`src/tlptm_pkg.sv`:
```
// Shared types and constants of the two-level page table manager.
// No dependencies; used by the sequencer, the top level and the checker.
`timescale 1ns / 1ps

package tlptm_pkg;

    localparam int DIR_AW          = 10;
    localparam int TBL_AW          = 10;
    localparam int OFF_W           = 12;
    localparam int FRAME_W         = 20;
    localparam int TBL_ENTRIES     = 1 << TBL_AW;
    localparam int TABLE_SLOTS_DEF = 16;

    // request kinds
    localparam logic [1:0] K_TRANSLATE = 2'd0;
    localparam logic [1:0] K_MAP       = 2'd1;
    localparam logic [1:0] K_UNMAP     = 2'd2;

    // result status codes
    localparam logic [2:0] ST_OK         = 3'd0;
    localparam logic [2:0] ST_NO_TABLE   = 3'd1;
    localparam logic [2:0] ST_ABSENT     = 3'd2;
    localparam logic [2:0] ST_POOL_FULL  = 3'd3;
    localparam logic [2:0] ST_MAPPED     = 3'd4;
    localparam logic [2:0] ST_ZERO_FRAME = 3'd5;

    typedef struct packed {
        logic [1:0]         kind;
        logic [31:0]        virt_addr;
        logic [FRAME_W-1:0] frame;
        logic               writeable;
        logic               kernel_only;
        logic               release_frame;
    } t_req;

    typedef struct packed {
        logic [2:0]         status;
        logic [31:0]        phys_addr;
        logic               page_writeable;
        logic               page_user;
        logic               dir_writeable;
        logic               dir_user;
        logic [FRAME_W-1:0] freed_frame;
        logic               freed_valid;
    } t_res;

    // page table entry as stored in the table memory
    typedef struct packed {
        logic               user;
        logic               rw;
        logic               present;
        logic [FRAME_W-1:0] frame;
    } t_pte;

    localparam int PTE_W = $bits(t_pte);

endpackage

```
`src/tlptm_ctrl.sv`:
```
// Request sequencer: clearing pass, directory lookup, table read-modify-write.
// Depends on tlptm_pkg; drives the two tlptm_ram instances in the top level.
`timescale 1ns / 1ps

module tlptm_ctrl #(
    parameter int TABLE_SLOTS = tlptm_pkg::TABLE_SLOTS_DEF,
    parameter int SLOT_W      = 4,
    parameter int PAGE_AW     = 14,
    parameter int DIR_W       = 7
) (
    input  logic                        i_clk,
    input  logic                        i_rst_n,
    input  logic                        i_req_valid,
    input  tlptm_pkg::t_req             i_req,
    output logic                        o_req_stall,
    input  logic                        i_out_free,
    output logic                        o_res_valid,
    output tlptm_pkg::t_res             o_res,
    output logic                        o_dir_we,
    output logic [tlptm_pkg::DIR_AW-1:0] o_dir_addr,
    output logic [DIR_W-1:0]            o_dir_wdata,
    input  logic [DIR_W-1:0]            i_dir_rdata,
    output logic                        o_page_we,
    output logic [PAGE_AW-1:0]          o_page_addr,
    output logic [tlptm_pkg::PTE_W-1:0] o_page_wdata,
    input  logic [tlptm_pkg::PTE_W-1:0] i_page_rdata
);

    import tlptm_pkg::*;

    localparam logic [PAGE_AW-1:0] CLR_LAST = PAGE_AW'(TABLE_SLOTS * TBL_ENTRIES - 1);
    localparam logic [SLOT_W:0]    POOL_MAX = (SLOT_W + 1)'(TABLE_SLOTS);

    typedef enum logic [2:0] {
        S_CLEAR,
        S_IDLE,
        S_DIR,
        S_PAGE,
        S_HOLD
    } t_state;

    t_state              r_state;
    logic [PAGE_AW-1:0]  r_clr;
    logic [SLOT_W:0]     r_next_slot;
    t_req                r_req;
    logic [1:0]          r_dflags;
    logic [PAGE_AW-1:0]  r_page_addr;
    t_res                r_res;

    logic                q_present;
    logic [SLOT_W-1:0]   q_slot;
    logic [1:0]          q_flags;
    logic [1:0]          new_flags;
    logic [TBL_AW-1:0]   tbl_idx;
    t_pte                pe;
    t_pte                new_pe;
    logic                fin;
    logic                alloc;
    t_res                res;

    assign q_present = i_dir_rdata[DIR_W-1];
    assign q_slot    = i_dir_rdata[SLOT_W+1:2];
    assign q_flags   = i_dir_rdata[1:0];
    assign new_flags = {~r_req.kernel_only, r_req.writeable};
    assign tbl_idx   = r_req.virt_addr[OFF_W +: TBL_AW];
    assign pe        = t_pte'(i_page_rdata);

    always_comb begin
        new_pe         = '0;
        new_pe.user    = ~r_req.kernel_only;
        new_pe.rw      = r_req.writeable;
        new_pe.present = 1'b1;
        new_pe.frame   = r_req.frame;
    end

    always_comb begin
        fin          = 1'b0;
        alloc        = 1'b0;
        res          = '0;
        o_dir_we     = 1'b0;
        o_dir_addr   = r_req.virt_addr[31 -: DIR_AW];
        o_dir_wdata  = '0;
        o_page_we    = 1'b0;
        o_page_addr  = r_page_addr;
        o_page_wdata = '0;
        unique case (r_state)
            S_CLEAR: begin
                o_dir_we    = 1'b1;
                o_dir_addr  = r_clr[DIR_AW-1:0];
                o_page_we   = 1'b1;
                o_page_addr = r_clr;
            end
            S_IDLE: begin
                o_dir_addr = i_req.virt_addr[31 -: DIR_AW];
            end
            S_DIR: begin
                case (r_req.kind) inside
                    K_TRANSLATE, K_UNMAP: begin
                        if (!q_present) begin
                            fin        = 1'b1;
                            res.status = ST_NO_TABLE;
                        end else begin
                            o_page_addr = {q_slot, tbl_idx};
                        end
                    end
                    K_MAP: begin
                        if (r_req.frame == '0) begin
                            fin        = 1'b1;
                            res.status = ST_ZERO_FRAME;
                        end else if (!q_present && r_next_slot >= POOL_MAX) begin
                            fin        = 1'b1;
                            res.status = ST_POOL_FULL;
                        end else if (!q_present) begin
                            // fresh slot: its table was zeroed by the reset pass
                            alloc       = 1'b1;
                            o_dir_we    = 1'b1;
                            o_dir_wdata = {1'b1, r_next_slot[SLOT_W-1:0], new_flags};
                            o_page_addr = {r_next_slot[SLOT_W-1:0], tbl_idx};
                        end else begin
                            o_page_addr = {q_slot, tbl_idx};
                        end
                    end
                    default: begin
                        fin = 1'b1;
                    end
                endcase
            end
            S_PAGE: begin
                fin               = 1'b1;
                res.dir_writeable = r_dflags[0];
                res.dir_user      = r_dflags[1];
                case (r_req.kind)
                    K_TRANSLATE: begin
                        if (!pe.present) begin
                            res.status = ST_ABSENT;
                        end else begin
                            res.phys_addr      = {pe.frame, r_req.virt_addr[OFF_W-1:0]};
                            res.page_writeable = pe.rw;
                            res.page_user      = pe.user;
                        end
                    end
                    K_MAP: begin
                        if (pe.present) begin
                            res.status         = ST_MAPPED;
                            res.page_writeable = pe.rw;
                            res.page_user      = pe.user;
                        end else begin
                            o_page_we          = 1'b1;
                            o_page_wdata       = new_pe;
                            res.page_writeable = new_pe.rw;
                            res.page_user      = new_pe.user;
                        end
                    end
                    K_UNMAP: begin
                        if (!pe.present) begin
                            res.status = ST_ABSENT;
                        end else begin
                            o_page_we = 1'b1;
                            if (r_req.release_frame) begin
                                res.freed_frame = pe.frame;
                                res.freed_valid = 1'b1;
                            end
                        end
                    end
                    default: begin
                        res = '0;
                    end
                endcase
            end
            S_HOLD: begin
                res = r_res;
            end
            default: begin
                res = '0;
            end
        endcase
    end

    assign o_req_stall = (r_state != S_IDLE);
    assign o_res_valid = fin || (r_state == S_HOLD);
    assign o_res       = res;

    always_ff @(posedge i_clk) begin
        if (!i_rst_n) begin
            r_state     <= S_CLEAR;
            r_clr       <= '0;
            r_next_slot <= '0;
        end else begin
            unique case (r_state)
                S_CLEAR: begin
                    r_clr <= r_clr + 1'b1;
                    if (r_clr == CLR_LAST) begin
                        r_state <= S_IDLE;
                    end
                end
                S_IDLE: begin
                    if (i_req_valid) begin
                        r_req   <= i_req;
                        r_state <= S_DIR;
                    end
                end
                S_DIR: begin
                    r_dflags    <= alloc ? new_flags : q_flags;
                    r_page_addr <= o_page_addr;
                    if (alloc) begin
                        r_next_slot <= r_next_slot + 1'b1;
                    end
                    if (fin) begin
                        r_res   <= res;
                        r_state <= i_out_free ? S_IDLE : S_HOLD;
                    end else begin
                        r_state <= S_PAGE;
                    end
                end
                S_PAGE: begin
                    r_res   <= res;
                    r_state <= i_out_free ? S_IDLE : S_HOLD;
                end
                S_HOLD: begin
                    if (i_out_free) begin
                        r_state <= S_IDLE;
                    end
                end
                default: begin
                    r_state <= S_IDLE;
                end
            endcase
        end
    end

endmodule

```
`config.mk`:
```
export PLATFORM = sky130hd
export DESIGN_NAME = tlptm_ctrl
export DESIGN_NICKNAME = d
export VERILOG_FILES = /design/src/tlptm_pkg.sv /design/src/tlptm_ctrl.sv
export SDC_FILE = /design/constraint.sdc
export NUM_CORES = 1
export LEC_CHECK = 0
export BUFFER_PORTS_ARGS = -buffer_cell sky130_fd_sc_hd__buf_4
export CORE_MARGIN = 8
export CORE_UTILIZATION = 45
export DETAILED_ROUTE_END_ITERATION = 16
export PLACE_DENSITY = 0.72
export SYNTH_ARGS = -nofsm -noshare
export SYNTH_HDL_FRONTEND = slang
export SYNTH_SLANG_ARGS = --single-unit
export TNS_END_PERCENT = 20
```
`constraint.sdc`:
```
create_clock -name i_clk -period 14.2 [get_ports i_clk]
set_input_delay 0 -clock i_clk [delete_from_list [all_inputs] [get_ports i_clk]]
set_output_delay 0 -clock i_clk [all_outputs]
set_load 0.05 [all_outputs]
```
# Yosys cells after proc, flatten, opt, wreduce, memory -nomap -nowiden
# Index checks and enable logic that the tools add are counted.
[op_classes]
reduce_logical = 14
n_mux = 60
bitwise = 1
n_lt_le_gt_ge = 1
addsub = 2
div_mod_pow = 0
n_mul = 0
n_eq_ne = 12
shifts = 0
[ops]
columns = ["cell", "n"]
rows = [
  ["$pmux W60 S2", 1],
  ["$pmux W57 S2", 1],
  ["$mux W14", 6],
  ["$mux W23", 3],
  ["$mux W21", 3],
  ["$mux W60", 1],
  ["$mux W7", 6],
  ["$mux W34", 1],
  ["$mux W32", 1],
  ["$pmux W14 S2", 1],
  ["$mux W3", 9],
  ["$logic_not A20 Y1", 1],
  ["$pmux W10 S2", 1],
  ["$pmux W3 S5", 1],
  ["$add A14 B1 Y14 const B", 1],
  ["$eq A14 B14 Y1 const B", 1],
  ["$mux W1", 13],
  ["$mux W2", 5],
  ["$pmux W3 S3", 1],
  ["$reduce_and A3 Y1", 3],
  ["$ne A2 B2 Y1 const B", 4],
  ["$pmux W1 S2", 4],
  ["$eq A3 B2 Y1 const B", 2],
  ["$pmux W3 S2", 1],
  ["18 further kinds", 19],
]
[word_totals]
output_inout_bits = 118
regBits = 155
n_memories = 0
mem_bits_ro = 0
ramBits = 0
latch_bits = 0

# Logic depth before layout (Yosys ltp)
# Gate-level depths: netlist of the first run.
[logic_depth]
depth_word = 9
depth_mapped = 7
ltp_nobuf = 6

# Worst setup path before layout of the first run
# No wires, ideal clock.
[synth_timing]
kind = "flip-flop to flip-flop"
from = "register r_req (netlist bit new_pe[0])"
to = "register r_res[0] (netlist bit), enable pin"
n_path_buf = 0
arrival_ns = 4.457
slack_ns = 9.246
stages_incl_launch_ff = 6
setup_ns = 0.497
period_less_slack_ns = 4.954
cell_sequence = "edfxtp_1 > or4_1 > nor2_4 > a21oi_1 > a21o_1 > a21oi_1"
[synth_via]
elab_chain_len = 7
[synth_rtl]
columns = ["item", "line_no", "rtl"]
rows = [
  ["start: declaration", "tlptm_ctrl.sv:45", "t_req r_req;"],
  ["start signal: assignment", "tlptm_ctrl.sv:198", "r_req <= i_req;"],
  ["$logic_not A20 Y1", "tlptm_ctrl.sv:107", "if (r_req.frame == '0) begin"],
  ["$mux W1", "tlptm_ctrl.sv:107", ""],
  ["$mux W1 (2 in series)", "tlptm_ctrl.sv:97", "case (r_req.kind) inside"],
  ["$pmux W1 S2", "tlptm_ctrl.sv:86", "unique case (r_state)"],
  ["$ne A2 B2 Y1 (no source line)", "n/a", ""],
  ["$reduce_and A3 Y1 (no source line)", "n/a", ""],
  ["end signal: assignment", "tlptm_ctrl.sv:209", "r_res <= res;"],
  ["end signal: assignment", "tlptm_ctrl.sv:216", "r_res <= res;"],
  ["end: declaration", "tlptm_ctrl.sv:48", "t_res r_res;"],
]
# No other way between the ends.
# A chain may end at the register's enable or synchronous reset.

==> flow_summary_export.csv, run 1 <==
group,metric,value,unit
run_status,outcome,"complete, no violations",
timing,timing.final.hold_violations,0,
place,place_hpwl,12.8,mm
hold_path,hp-start,"i_page_rdata[20]",
pwr,p_total,0.987,mW
yosys,synth_top_cells_by_area,"edfxtp_1 59%, a22o_1 7.2%, dfxtp_1 6.6%",
finish,fill_cells,1013,
timing,final_max_slew_viol_count,0,
cts,tritoncts.num_buffers,17,
hold_path,worst_hold_path_type,"primary input to flop",
cts,htree_num_levels,4,
yosys,count_of_flip_flops_with_a_built_in_enable_after_synthesis,133,
yosys,yosys_most_used_dff,"edfxtp_1",
drt,routed_via_density,5.48,
place,routability_cong,0.805,
worst_setup_path,reg2reg_from,"new_pe[0]$_DFFE_PP_",
timing,setup-tns-final,0,ns
drt,final_antenna_net_count,0,
drt,drt_drc_violations_left,0,
yosys,synth_nets,593,
cts,buffers_from_clock_root_to_sink_at_most,2,
drt,drt_first_iter_violations,307,
timing,layout_min_cycle_time,3.12,ns
yosys,synth.cell_area,6710,µm²
pwr,peak_vdd_ir,0.0000908,V
pwr,switching_share,0.193,
floorplanning,core,14500,µm²
pwr,power.share.sequential,0.499,
worst_setup_path,r2r_setup_slack,11.28,ns
yosys,ys_warn_count,0,
pwr,pwr-share-comb,0.059,
pwr,power_density,100,nW/µm²
grt,overflow,0,
timing,layout_worst_path_cycle_share,0.219,
worst_setup_path,worst_r2r_path_depth,6,
worst_setup_path,crit_fanout,32,
grt,grt_antenna_before_repair,1,
timing,timing_worst_slew_pin_value,1.02,ns
yosys,yosysMostFrequentCell,"edfxtp_1",
cts,clock_insertion_delay_worst_skew,0.42,ns
cts,root_buffer,"clkbuf_16",
worst_setup_path,startpoint,"r_state[0]$_SDFFE_PN0P_",
timing,timing.clock.skew,0.00990,ns
finish,final_layout_size_suffix_gt1_frac,0.329,
yosys,syn_inst,500,
finish,design.final.nets,879,
cts,cts.reportedPaths.clkPinSlew,0.06,ns
job,max-cap-violations,0,
yosys,synthTopCellsByCount,"133 x edfxtp_1, 55 x a22o_1, 27 x and2_1",
timing,report.final.setup_viol,0,
place,preCtsSetupSlack,11.35,ns
yosys,synth_async_reset_ratio,0,
worst_setup_path,worst-endpoint-arrival,3.12,ns
drt,drt-wirelength-per-cell,19.6,µm
worst_setup_path,timing.critical_path.slowest_cell_delay,0.99,ns
floorplanning,floorplan.die_area,19100,µm²
grt,grt_pass1_vias,5554,
floorplanning,core.rowCount,44,
timing,slew_headroom,0.319,
drt,dr_total_vias,5380,
cts,tritoncts,"done",
floorplanning,die_h,138,µm
yosys,yosys_register_bits,155,
grt,maximum_number_of_pins_on_one_net_before_global_route_repair,62,
grt,grtUsageTotal,0.196,
worst_setup_path,endpoint_kind,"output port",
worst_setup_path,path_common_cell,"buf_4",
yosys,area_share_of_the_leading_cell_type_in_the_synthesized_netlist,0.595,
drt,totalWireLength,19.3,mm
cts,cts_repair_resize_count,0,
pwr,p_clk_frac,0.442,
yosys,synth-seq-area-share,0.661,
pwr,p_switching,0.191,mW
yosys,largest_area_contributor_in_the_netlist,"edfxtp_1",
place,port_buffers,208,
pwr,static-leakage-power,3.96,nW
timing,grt_setup_unrepaired,"no",
worst_setup_path,path_cells,"nand3b_1 > inv_1 > nand2_1 > nor3_2 > buf_4 > a22o_1 > buf_4",
finish,final_core_util,0.678,
cts,clock_sinks,155,
timing,setup_slack,11.08,ns
yosys,postSynthAreaPerCell,13.4,µm²
grt,grt_pass1_wl,29.9,mm
worst_setup_path,critical_path.reg2reg.endpoint,"r_res[32]$_DFFE_PP_",
timing,highest_attainable_clock_frequency,321,MHz
yosys,count_of_cell_types_in_the_netlist,50,
worst_setup_path,start_kind,"flop",
finish,area_growth_syn_to_layout,46.8,%
floorplanning,initial_util,0.462,
worst_setup_path,required,14.20,ns
floorplanning,io_pins,209,
worst_setup_path,critical_path_endpoint,"o_res[49]",
worst_setup_path,critPathKind,"flop to output port",
floorplanning,die_w,138,µm
timing,finalHoldWorstSlack,0.0690,ns
drt,drt_pre_antenna_iters,4,
pwr,power.internal,0.796,mW
worst_setup_path,critPathSlowestCell,"dfxtp_1",
-- critical path, delay by kind of cell (launching register included) --
family | cells | cell delay (ns)
buffers and inverters | 3 | 0.71
AND/OR/NAND/NOR | 3 | 0.73
flip-flops | 1 | 0.99
AO/OA/AOI/OAI | 1 | 0.24
-- flip-flops by register name (all words and copies together) (netlist names) --
register,cells
r_res,60
r_req,36
new_pe,20
r_clr,14
r_page_addr,14
r_next_slot,5
r_state,3
r_dflags,2
new_flags,1
-- layout by cell type (no fill, tap or decap), types with 12 or more instances in the layout --
cell             n
nand2_1         25
edfxtp_1       133
a22o_1          55
o21ai_0         18
nor2_1          23
dlygate4sd3_1   82
clkbuf_16       17
and2_1          27
dfxtp_1         22
mux2i_1         12
buf_4          216
nand2b_1        16
-- cells by family after synthesis --
kind of cell               Yosys count  synth area share
and+or+nand+nor                    145             0.119
buffers and inverters               40            0.0237
muxes                               12            0.0179
xor gates and xnor gates            13            0.0170
adders and majority gates            2           0.00373
AOI/OAI and AO/OA                  133             0.158
DFF                                155             0.661
-- per-stage QoR --
| step | instances | instance area (µm²) |
|---|---|---|
| after detailed placement | 869 | 8470 |
| after floorplan | 500 | 6710 |
| after global placement | 869 | 8470 |
| final | 981 | 9850 |
| after CTS | 980 | 9850 |
| after global routing | 981 | 9850 |
-- worst min-delay path by stage --
| stage | endpoint | slack, ns | depth (start not counted) |
|---|---|---|---|
| after floorplan | r_state[2]$_SDFFE_PN0P_ | 0.07 | 1 |
| after global placement | new_pe[14]$_DFFE_PP_ | 0.18 | 1 |
| final | r_res[58]$_DFFE_PP_ | 0.07 | 2 |
| after CTS | r_res[58]$_DFFE_PP_ | 0.04 | 2 |
| after detailed placement | r_req[56]$_DFFE_PP_ | 0.18 | 1 |
| after global routing | r_res[58]$_DFFE_PP_ | 0.08 | 2 |
-- power by group through the flow --
| stage | clock network [mW] | logic (mW) | registers [mW] |
|---|---|---|---|
| 2_1_floorplan | 0 | 0.0126 | 0.501 |
| 3_3_place_gp | 0 | 0.0381 | 0.502 |
| 3_5_place_dp | 0 | 0.0389 | 0.502 |
| 4_1_cts | 0.445 | 0.0576 | 0.492 |
| 5_1_grt | 0.467 | 0.0617 | 0.492 |
| 6_report | 0.436 | 0.0583 | 0.492 |
-- what timing repair did --
| action | 4_1_cts | 5_1_grt |
|---|---|---|
| buffers inserted | 0 | 0 |
| hold endpoints to repair | 102 | 0 |
| hold buffers | 82 | 0 |
-- final cells by class --
cell class	instances	area (µm²)	share of cell area
clock buffer	17	425	0.0432
sequential	155	4430	0.450
tap	184	230	0.0234
multi-input combinational	305	2150	0.218
inverter	9	36.3	0.00368
clock inverter	12	133	0.0135
timing repair buffer	298	2440	0.248
antenna	1	2.50	0.000254
-- metal layers --
layer	share of wire	GRT usage
met2	0.50	0.324
met5	0	0
met1	0.41	0.231
met4	0.033	0.0990
met3	0.052	0.0521
(Power assumes the default switching activity.)
==> inputs of run 2 (changes only) <==
==> constraint.sdc (replaced) <==
create_clock -name i_clk -period 3 [get_ports i_clk]
set_input_delay 0 -clock i_clk [delete_from_list [all_inputs] [get_ports i_clk]]
set_output_delay 0 -clock i_clk [all_outputs]
set_load 0.05 [all_outputs]
==> run 2 against run 1 <==
Effect of this change:
- global-route usage down 0.30 points
- die area unchanged
- clock skew up 0.0040 ns
- non-clock buffer count up 4
- cell area up 0.10%
- worst setup slack worse by 11 ns
- critical path depth down 1
- sequential share of layout area about the same
- critical path type unchanged
- largest cell class unchanged
- largest power group unchanged
- highest routed layer unchanged
==> flow_summary_export.csv, run 2 (synthesized netlist as in run 1, its figures left out) <==
group,metric,value,unit
timing,report.final.setup_viol,0,
floorplanning,floorplan.die_area,19100,µm²
worst_setup_path,required,3.00,ns
finish,registers.top_by_ff_count,"r_res",
pwr,static-leakage-power,3.96,nW
grt,grtUsageTotal,0.193,
timing,timing.final.hold_violations,0,
cts,clock_sinks,155,
timing,slew_headroom,0.460,
worst_setup_path,startpoint,"r_req[55]$_DFFE_PP_",
pwr,power.share.sequential,0.518,
hold_path,hp-start,"i_page_rdata[20]",
worst_setup_path,critPathKind,"flop to output port",
finish,area_growth_syn_to_layout,46.9,%
worst_setup_path,crit_fanout,17,
floorplanning,die_w,138,µm
pwr,switching_share,0.198,
pwr,pwr-share-comb,0.060,
timing,timing_worst_slew_pin_value,0.809,ns
drt,drt_drc_violations_left,0,
grt,overflow,0,
job,max-cap-violations,0,
finish,mostFrequentLayoutCells,"218 x buf_4, 133 x edfxtp_1, 82 x dlygate4sd3_1",
place,dpl.cell_count,873,
drt,dr_total_vias,5370,
pwr,power.internal,3.61,mW
run_status,outcome,"complete, no violations",
timing,layout_min_cycle_time,2.74,ns
worst_setup_path,start_kind,"flop",
drt,drt-wirelength-per-cell,19.0,µm
floorplanning,core,14500,µm²
drt,routed_via_density,5.45,
pwr,p_clk_frac,0.422,
timing,grt_setup_unrepaired,"no",
floorplanning,core.rowCount,44,
drt,drt_first_iter_violations,304,
floorplanning,die_h,138,µm
cts,tritoncts,"done",
drt,drt_pre_antenna_iters,7,
timing,highest_attainable_clock_frequency,365,MHz
grt,grt_antenna_before_repair,0,
finish,insertedDiodeCount,0,
floorplanning,io_pins,209,
finish,final_common_cell,"buf_4",
place,place_hpwl,12.9,mm
cts,clock_insertion_delay_worst_skew,0.42,ns
cts,buffers_from_clock_root_to_sink_at_most,2,
cts,root_buffer,"clkbuf_16",
pwr,p_switching,0.891,mW
cts,cts.reportedPaths.clkPinSlew,0.05,ns
cts,htree_num_levels,4,
timing,finalHoldWorstSlack,0.0756,ns
place,port_buffers,208,
grt,grt_pass1_vias,5540,
cts,tritoncts.num_buffers,17,
drt,totalWireLength,18.7,mm
grt,maximum_number_of_pins_on_one_net_before_global_route_repair,61,
drt,final_antenna_net_count,0,
floorplanning,initial_util,0.462,
worst_setup_path,reg2reg_from,"new_pe[3]$_DFFE_PP_",
timing,timing.clock.skew,0.0139,ns
finish,final_layout_size_suffix_gt1_frac,0.332,
cts,cts_repair_resize_count,0,
worst_setup_path,worst-endpoint-arrival,2.74,ns
hold_path,worst_hold_path_type,"primary input to flop",
pwr,peak_vdd_ir,0.000341,V
pwr,power_density,456,nW/µm²
pwr,p_total,4.50,mW
worst_setup_path,endpoint_kind,"output port",
finish,layoutNonFillerInstCount,985,
place,routability_cong,0.801,
timing,final_max_slew_viol_count,0,
timing,layout_worst_path_cycle_share,0.913,
grt,grt_pass1_wl,29.7,mm
finish,largest_reg_flops,60,
finish,design.final.nets,883,
[run 2: layer usage]
| metal | wire length [µm] | track usage | vias to the layer above | part of all wire |
|---|---|---|---|---|
| li1 | - | - | 2527 | - |
| met1 | 7860 | 0.231 | 2601 | 0.42 |
| met2 | 9240 | 0.314 | 206 | 0.49 |
| met3 | 1130 | 0.0572 | 36 | 0.060 |
| met4 | 495 | 0.0892 | 0 | 0.026 |
| met5 | 0 | 0 | - | 0 |
[run 2: timing repair]
item / CTS / global route
buffers inserted: 0 / 0
setup endpoints to repair: 0 / 0
hold buffers: 82 / 0
hold endpoints to repair: 103 / 0
[run 2: through the flow]
stage / instance area [µm²] / util / setup WS (ns) / TNS, ns
after CTS: 9860 / 0.679 / 0.263 / 0
after global placement: 8530 / 0.587 / 0.523 / 0
after floorplan: 6730 / - / -0.596 / -34.29
after detailed placement: 8530 / 0.587 / 0.463 / 0
final: 9860 / 0.679 / 0.260 / 0
after global routing: 9860 / 0.679 / 0.0468 / 0
[run 2: final timing paths]
check / end / slack (ns) / depth (start not counted)
min reg2reg: r_clr[10]$_SDFFE_PN0N_ / 0.52 / 2
max: o_page_addr[7] / 0.26 / 6
max reg2reg: r_res[38]$_DFFE_PP_ / 0.43 / 6
min: r_res[58]$_DFFE_PP_ / 0.08 / 2
[run 2: layout make-up]
type                       count  area, µm²
tap                          184        230
fill                        1058       4670
timing repair buffer         302       2500
clock buffer                  20        437
multi-input combinational    305       2150
sequential                   155       4430
inverter                       9       36.3
clock inverter                10       78.8
[run 2: worst max-delay path: stages (launching register included)]
cell	delay [ns]
edfxtp_1	0.67
nor2b_1	0.22
o21ai_0	0.11
a31oi_1	0.42
nand2_1	0.33
o221a_2	0.38
buf_4	0.19
[run 2: power groups by stage]
stage	logic, mW	clock network, mW	registers, mW
after floorplan	0.0601	0	2.37
after global placement	0.176	0	2.38
after detailed placement	0.181	0	2.37
after CTS	0.270	1.94	2.33
after global routing	0.289	2.03	2.33
final	0.272	1.90	2.33
